<file path="config.mk">
export PLATFORM = sky130hd
export DESIGN_NAME = bis_ratio_div
export DESIGN_NICKNAME = d
export VERILOG_FILES = /design/src/rtl/bilinear_image_scaler_macros.svh /design/src/rtl/bis_pkg.sv /design/src/rtl/bis_ratio_div.sv
export SDC_FILE = /design/constraint.sdc
export NUM_CORES = 1
export LEC_CHECK = 0
export ABC_CLOCK_PERIOD_IN_PS = 3500
export BUFFER_PORTS_ARGS = -buffer_cell sky130_fd_sc_hd__buf_2
export CAP_MARGIN = 10
export CORE_MARGIN = 2
export CORE_UTILIZATION = 47
export CTS_BUF_LIST = sky130_fd_sc_hd__clkbuf_16
export DETAILED_ROUTE_END_ITERATION = 7
export HOLD_SLACK_MARGIN = 0.08
export PLACE_DENSITY = 0.79
export SYNTH_ARGS = -nofsm -noshare
export SYNTH_HDL_FRONTEND = slang
export SYNTH_SLANG_ARGS = --single-unit
</file>
<file path="constraint.sdc">
create_clock -name clk_i -period 3.5 [get_ports clk_i]
set_input_delay 1.05 -clock clk_i [delete_from_list [all_inputs] [get_ports clk_i]]
set_output_delay 1.05 -clock clk_i [all_outputs]
set_load 0.05 [all_outputs]
</file>
<file path="src/rtl/bilinear_image_scaler_macros.svh">
// Assertion helpers, clocked on clk_i and disabled while rst_ni is low.
`ifndef BILINEAR_IMAGE_SCALER_MACROS_SVH
`define BILINEAR_IMAGE_SCALER_MACROS_SVH

// Same-cycle implication.
`define BIS_ASSERT_NOW(lbl, ante, cons, msg) \
  lbl: assert property (@(posedge clk_i) disable iff (!rst_ni) (ante) |-> (cons)) \
    else $error(msg);

// Next-cycle implication.
`define BIS_ASSERT_NXT(lbl, ante, cons, msg) \
  lbl: assert property (@(posedge clk_i) disable iff (!rst_ni) (ante) |=> (cons)) \
    else $error(msg);

`endif

</file>
<file path="src/rtl/bis_pkg.sv">
package bis_pkg;

  localparam int unsigned MaxSrcWidthDef  = 256;
  localparam int unsigned MaxSrcHeightDef = 256;
  localparam int unsigned FracBitsDef     = 16;

  localparam int unsigned SrcSizeW  = 9;   // source_width / source_height
  localparam int unsigned DstSizeW  = 13;  // target_width / target_height
  localparam int unsigned CfgDataW  = 13;
  localparam int unsigned CfgIdxW   = 2;
  localparam int unsigned LdCoordW  = 8;
  localparam int unsigned DstCoordW = 12;
  localparam int unsigned PixW      = 24;
  localparam int unsigned OutPixW   = 32;
  localparam int unsigned ChanW     = 8;
  localparam int unsigned NumChan   = 3;

  localparam int unsigned CfgSizeRst = 256;

  localparam logic [ChanW-1:0] AlphaByte = 8'hff;

  typedef enum logic [CfgIdxW-1:0] {
    CfgSrcWidth  = 2'd0,
    CfgSrcHeight = 2'd1,
    CfgDstWidth  = 2'd2,
    CfgDstHeight = 2'd3
  } cfg_idx_e;

endpackage

</file>
<file path="src/rtl/bis_ratio_div.sv">
module bis_ratio_div
  import bis_pkg::*;
#(
  parameter int unsigned NUM_W         = 8,
  parameter int unsigned FRACTION_BITS = 16,
  parameter int unsigned RATIO_W       = NUM_W + FRACTION_BITS,
  parameter logic [RATIO_W-1:0] COL_RST = '0,
  parameter logic [RATIO_W-1:0] ROW_RST = '0
) (
  input  logic                clk_i,
  input  logic                rst_ni,
  input  logic                start_i,
  input  logic [NUM_W-1:0]    col_num_i,
  input  logic [NUM_W-1:0]    row_num_i,
  input  logic [DstSizeW-1:0] col_den_i,
  input  logic [DstSizeW-1:0] row_den_i,
  output logic                busy_o,
  output logic [RATIO_W-1:0]  col_ratio_o,
  output logic [RATIO_W-1:0]  row_ratio_o
);

  localparam int unsigned CntW = $clog2(RATIO_W);
  localparam logic [CntW-1:0] LastStep = CntW'(RATIO_W - 1);

  typedef enum logic [1:0] {
    DvIdle,
    DvCol,
    DvRow
  } dv_state_e;

  dv_state_e           state_q;
  logic [CntW-1:0]     cnt_q;
  logic [DstSizeW-1:0] rem_q;
  logic [DstSizeW-1:0] den_q;
  logic [RATIO_W-1:0]  quo_q;
  logic [RATIO_W-1:0]  col_ratio_q;
  logic [RATIO_W-1:0]  row_ratio_q;

  logic [DstSizeW:0]   trial;
  logic                qbit;
  logic [DstSizeW-1:0] rem_d;
  logic [RATIO_W-1:0]  quo_d;

  // one restoring step: remainder shifts in the next dividend bit
  always_comb begin
    trial = {rem_q, quo_q[RATIO_W-1]};
    qbit  = (trial >= {1'b0, den_q});
    rem_d = qbit ? DstSizeW'(trial - {1'b0, den_q}) : DstSizeW'(trial);
    quo_d = {quo_q[RATIO_W-2:0], qbit};
  end

  always_ff @(posedge clk_i or negedge rst_ni) begin
    if (!rst_ni) begin
      state_q     <= DvIdle;
      cnt_q       <= '0;
      rem_q       <= '0;
      den_q       <= '0;
      quo_q       <= '0;
      col_ratio_q <= COL_RST;
      row_ratio_q <= ROW_RST;
    end else if (start_i) begin
      state_q <= DvCol;
      cnt_q   <= '0;
      rem_q   <= '0;
      den_q   <= col_den_i;
      quo_q   <= RATIO_W'(col_num_i) << FRACTION_BITS;
    end else begin
      unique case (state_q)
        DvIdle: begin
          state_q <= DvIdle;
        end
        DvCol: begin
          if (cnt_q == LastStep) begin
            col_ratio_q <= quo_d;
            state_q     <= DvRow;
            cnt_q       <= '0;
            rem_q       <= '0;
            den_q       <= row_den_i;
            quo_q       <= RATIO_W'(row_num_i) << FRACTION_BITS;
          end else begin
            cnt_q <= cnt_q + 1'b1;
            rem_q <= rem_d;
            quo_q <= quo_d;
          end
        end
        DvRow: begin
          if (cnt_q == LastStep) begin
            row_ratio_q <= quo_d;
            state_q     <= DvIdle;
          end else begin
            cnt_q <= cnt_q + 1'b1;
            rem_q <= rem_d;
            quo_q <= quo_d;
          end
        end
        default: begin
          state_q <= DvIdle;
        end
      endcase
    end
  end

  assign busy_o      = (state_q != DvIdle);
  assign col_ratio_o = col_ratio_q;
  assign row_ratio_o = row_ratio_q;

endmodule

</file>
[Yosys cells after proc, flatten, opt, wreduce, memory -nomap -nowiden]
Cells that the tools add are included.
Word-level totals
  register bits after elaboration: 105
  output and inout bits: 49
  logic and storage cells: 46
Cells by class
  add/subtract/negate cells: 2
  $lt $le $gt $ge: 1
  equality and inequality tests: 6
  muxes and demuxes: 20
  bitwise gates (word level): 1
  reduce and logical (&&, ||, !) cells: 9
Operators with widths (number)
  13-bit two-way mux: 7
  24-bit two-way mux: 3
  24-bit case mux with 2 select lines: 1
  13-bit case mux with 2 select lines: 1
  5-bit two-way mux: 3
  14-bit by 13-bit greater-or-equal comparator with 1-bit output: 1
  13-bit subtractor: 1
  5-bit case mux with 2 select lines: 1
  3-bit inequality test, second input constant: 3
  2-bit two-way mux: 3
  2-bit AND reduction: 3
  3-bit AND reduction: 2
  2-bit nonzero test: 3
  5-bit by 1-bit adder with 5-bit output, second input constant: 1
  5-bit equality test, second input constant: 1
  2-bit case mux with 2 select lines: 1
  3-bit nonzero test: 1
  2-bit by 1-bit equality test with 1-bit output, second input constant: 1
  2-bit equality test, second input constant: 1
  1-bit NOT: 1

[Longest topological paths before layout]
  word-level depth: 5
  mapped depth: 11
  depth with buffers taken out: 10

[Worst setup path before layout]
Ideal clock, no wire load.
  path type: reg-to-reg
  start: register quo_q[23]
  end: register rem_q[12]
  arrival time: 2.030 ns
  data required time: 3.365 ns
  slack: 1.335 ns
  stages on the path, launching flop included: 11
  buffers on the path: 0
  period minus slack after synthesis: 2.165 ns
  cells stage by stage: dfrtp_1 -> inv_1 -> ha_1 -> inv_1 -> fa_1 -> a21o_1 -> a21o_1 -> a221o_1 -> a21oi_1 -> xor2_1 -> o31ai_1
On the way
  cells in the longest elaborated chain, start to end: 5
  elaborated cells on any way between the ends: 7
Ends and longest elaborated chain
  start, declared: line bis_ratio_div.sv:35  | logic [RATIO_W-1:0] quo_q;
  start signal, assigned: line bis_ratio_div.sv:66  | quo_q <= RATIO_W'(col_num_i) << FRACTION_BITS;
  start signal, assigned: line bis_ratio_div.sv:79  | quo_q <= RATIO_W'(row_num_i) << FRACTION_BITS;
  start signal, assigned: line bis_ratio_div.sv:83  | quo_q <= quo_d;
  13-bit subtractor / 14-bit by 13-bit greater-or-equal comparator with 1-bit output (equally long branches): line bis_ratio_div.sv:48, bis_ratio_div.sv:47
  13-bit two-way mux *: line bis_ratio_div.sv:48  | rem_d = qbit ? DstSizeW'(trial - {1'b0, den_q}) : DstSizeW'(trial);
  13-bit two-way mux, on equally long branches: line bis_ratio_div.sv:87, bis_ratio_div.sv:73
  13-bit case mux with 2 select lines *: line bis_ratio_div.sv:68  | unique case (state_q)
  13-bit two-way mux *: line bis_ratio_div.sv:61  | end else if (start_i) begin
  end signal, assigned: line bis_ratio_div.sv:82  | rem_q <= rem_d;
  end signal, assigned: line bis_ratio_div.sv:92  | rem_q <= rem_d;
  end, declared: line bis_ratio_div.sv:33  | logic [DstSizeW-1:0] rem_q;
Every way passes the cells marked *; elsewhere a longest branch is shown, timed or not. The select of a mux whose other input is x is not followed.
A chain may end at the register's enable or synchronous reset.

[Final worst setup path]
  start: register quo_q[23]
  end: register rem_q[4]
Same word-level chain as after synthesis.

==> out/results.txt <==
Outcome = complete, no violations
P_leak = 3.053 nW
Setup Skew = 0.01285 ns
Commonest non-fill, non-tap cell in the layout = dfrtp_1
Pins Over Slew Limit = 0
DR WL/cell = 17.07 um
Largest net degree at the start of global routing = 59
Initial antenna violation count = 1
GPL Wtd Cong = 0.9145
FP Rows = 38
Yosys cell types = 53
Num CTS Buffers = 9
Yosys warning total = 0
Startpoint types = register
Area grow syn2layout = 17.50%
Fin crit share = 72.08%
Worst-path clk slew = 0.07 ns
Detail Route Antenna Nets = 0
Setup violators final = 0
DRT Wirelength = 11,790 um
Post-CTS Setup Inserts = 0
Cts hold-fix bufs = 0
CTS sink count = 105
First-pass DRT Iterations = 4
Final hold violation count = 0
Max-Cap Viols = 0
Max_slew headroom = 34.21%
Drt drc = 0
Fill count = 907
Die area = 0.01187 mm^2
Root buffer cell = clkbuf_16
Non-Filler Instances = 691
VDD IR-drop max = 0.3092 mV
Register area share after synthesis = 50.75%
Layout Nets = 605
Starting density of the core = 47.97%
Inst Count DP = 674
Most frequent cells in the layout = dfrtp_1, buf_2, mux2_2, nand2_1, o21ai_0
Setup CP Type = register to register
Core Area = 0.01079 mm^2
Worst hold path type = register to register
Tmin final = 2.523 ns
Boundary pin count = 94
RSZ-0062 raised after global routing = no
CTS tree = built
Synth Flop Type = dfrtp_1
Fraction of layout cells with a size suffix above 1 = 32.73%
Via-to-Cell Ratio = 5.592
CP arrival = 2.72 ns
Die W = 109.0 um
Fin Hold WS = 0.5006 ns
Max frequency = 0.3964 GHz
Die height = 109.0 um
GRT Resource Usage Total = 20.61%
Clk buf depth = 2
Syn nets = 520
Post-synth ARST share = 100.0%
Vias in the first global route = 3,879
CTS H-tree lvls = 3
Gr ovfl total = 0
Cells after Synth = 460
Actual slew at the worst max-slew pin = 0.9858 ns
Worst Setup End Kind = register
EDFF count, synth = 0
Syn Area/Cell = 11.26 um^2
R2r setup slk = 0.98 ns
HPWL after DPL = 8341 um
Post-CTS sizing = 0
Crit-path max FO = 13
Pwr/cell area = 523.7 mW/mm^2
Port Buf Inserts = 93
DR vias = 3,864
First-pass GRT wire length = 18,890 um
Setup TNS = 0 ns
1st-iter DRT viols = 243
Clk_lat worst skew = 0.35 ns
Post-Syn Area = 0.005177 mm^2
Worst Path Required = 3.70 ns
#FFs+latches synth = 105
[synth_stat cells (2+ instances only)]
library cell | instances | area [um^2]
buf_2 | 10 | 50.05
nor2_2 | 3 | 18.77
xor2_1 | 5 | 43.79
buf_6 | 3 | 33.78
nand2_1 | 41 | 153.9
nand4_1 | 11 | 68.82
nor2b_1 | 4 | 25.02
a21o_1 | 6 | 45.04
o311ai_2 | 2 | 32.53
a21oi_1 | 24 | 120.1
mux2_2 | 47 | 529.3
a41oi_1 | 3 | 26.28
nand3_1 | 4 | 20.02
mux2i_1 | 22 | 220.2
o311ai_0 | 4 | 35.03
o211ai_1 | 4 | 30.03
ha_1 | 14 | 175.2
dfrtp_1 | 105 | 2628
a22o_1 | 16 | 140.1
and2_1 | 5 | 31.28
clkbuf_1 | 12 | 45.04
o31ai_1 | 5 | 37.54
or2_2 | 2 | 12.51
nor2_1 | 18 | 67.56
nand2b_1 | 6 | 37.54
nor3_1 | 5 | 25.02
o21ai_0 | 29 | 145.1
xnor2_1 | 7 | 61.31
buf_4 | 2 | 15.01
inv_1 | 18 | 67.56
[kinds of logic (layout without fill, tap and decap cells)]
family | Yosys count | in the layout | synth area share [%]
compound gates | 105 | 105 | 14.31
other cells | 0 | 1 | 0
xor+xnor | 12 | 12 | 2.030
simple gates | 107 | 107 | 10.44
mux | 69 | 69 | 14.48
flops | 105 | 105 | 50.75
fa+ha+maj | 15 | 15 | 3.770
buf+inv | 47 | 137 | 4.229
[worst max-delay path, stage by stage (launching register included)]
cell and delay [ns]:
dfrtp_1 0.41, inv_1 0.06, ha_1 0.14, inv_1 0.05
fa_1 0.39, a21o_1 0.19, nand4_1 0.11, a211o_1 0.21
a21oi_4 0.09, nor2_2 0.48, o311ai_0 0.24
[final timing paths]
check	start	endpoint	depth (start not counted)
min reg2reg	row_ratio_o[4]	row_ratio_o[4]	1
min in group asynchronous	rst_ni	row_ratio_o[4]	1
max in group asynchronous	rst_ni	quo_q[17]	2
max reg2reg	quo_q[23]	rem_q[4]	10
min	row_ratio_o[4]	row_ratio_o[4]	1
max	quo_q[23]	rem_q[4]	10
[metrics by stage]
stage	cell area [um^2]	setup slack (ns)	utilization, %	power [mW]
after floorplan	5177	1.335	-	1.935
after global placement	5767	0.9953	53.43	2.112
after detailed placement	5767	0.9543	53.43	2.135
after CTS	6081	0.9863	56.34	3.199
after global routing	6081	0.8295	56.34	3.343
final	6083	0.9774	56.36	3.186
[registers in the layout (all words and copies together), names as in the netlist]
| name | flops |
|---|---|
| den_q | 13 |
| state_q | 2 |
| row_ratio_o | 24 |
| rem_q | 13 |
| cnt_q | 5 |
| col_ratio_o | 24 |
| quo_q | 24 |
[where the power goes]
group | switching [mW] | internal [mW]
sequential | 0.0768 | 1.29
clock | 0.486 | 0.570
combinational | 0.458 | 0.308
total | 1.02 | 2.17
[per-layer routing]
layer  global-route usage, %  wire [um]  vias to the layer above
met2                   34.69       5928                      111
li1                        -          -                     1821
met1                   26.34       5018                     1907
met4                   7.418        282                        0
met3                   4.244        562                       25
met5                       0          0                        -
[area by class of cell]
| class | instances | area (um^2) | area share [%] |
|---|---|---|---|
| Sequential cell | 105 | 2628 | 43.19 |
| Antenna cell | 1 | 2.502 | 0.04114 |
| Multi-Input combinational cell | 308 | 2345 | 38.54 |
| Inverter | 19 | 71.32 | 1.172 |
| Timing Repair Buffer | 102 | 548.0 | 9.009 |
| Tap cell | 140 | 175.2 | 2.879 |
| Clock inverter | 7 | 88.84 | 1.460 |
| Clock buffer | 9 | 225.2 | 3.702 |
Power figures use the tool's default switching activity.
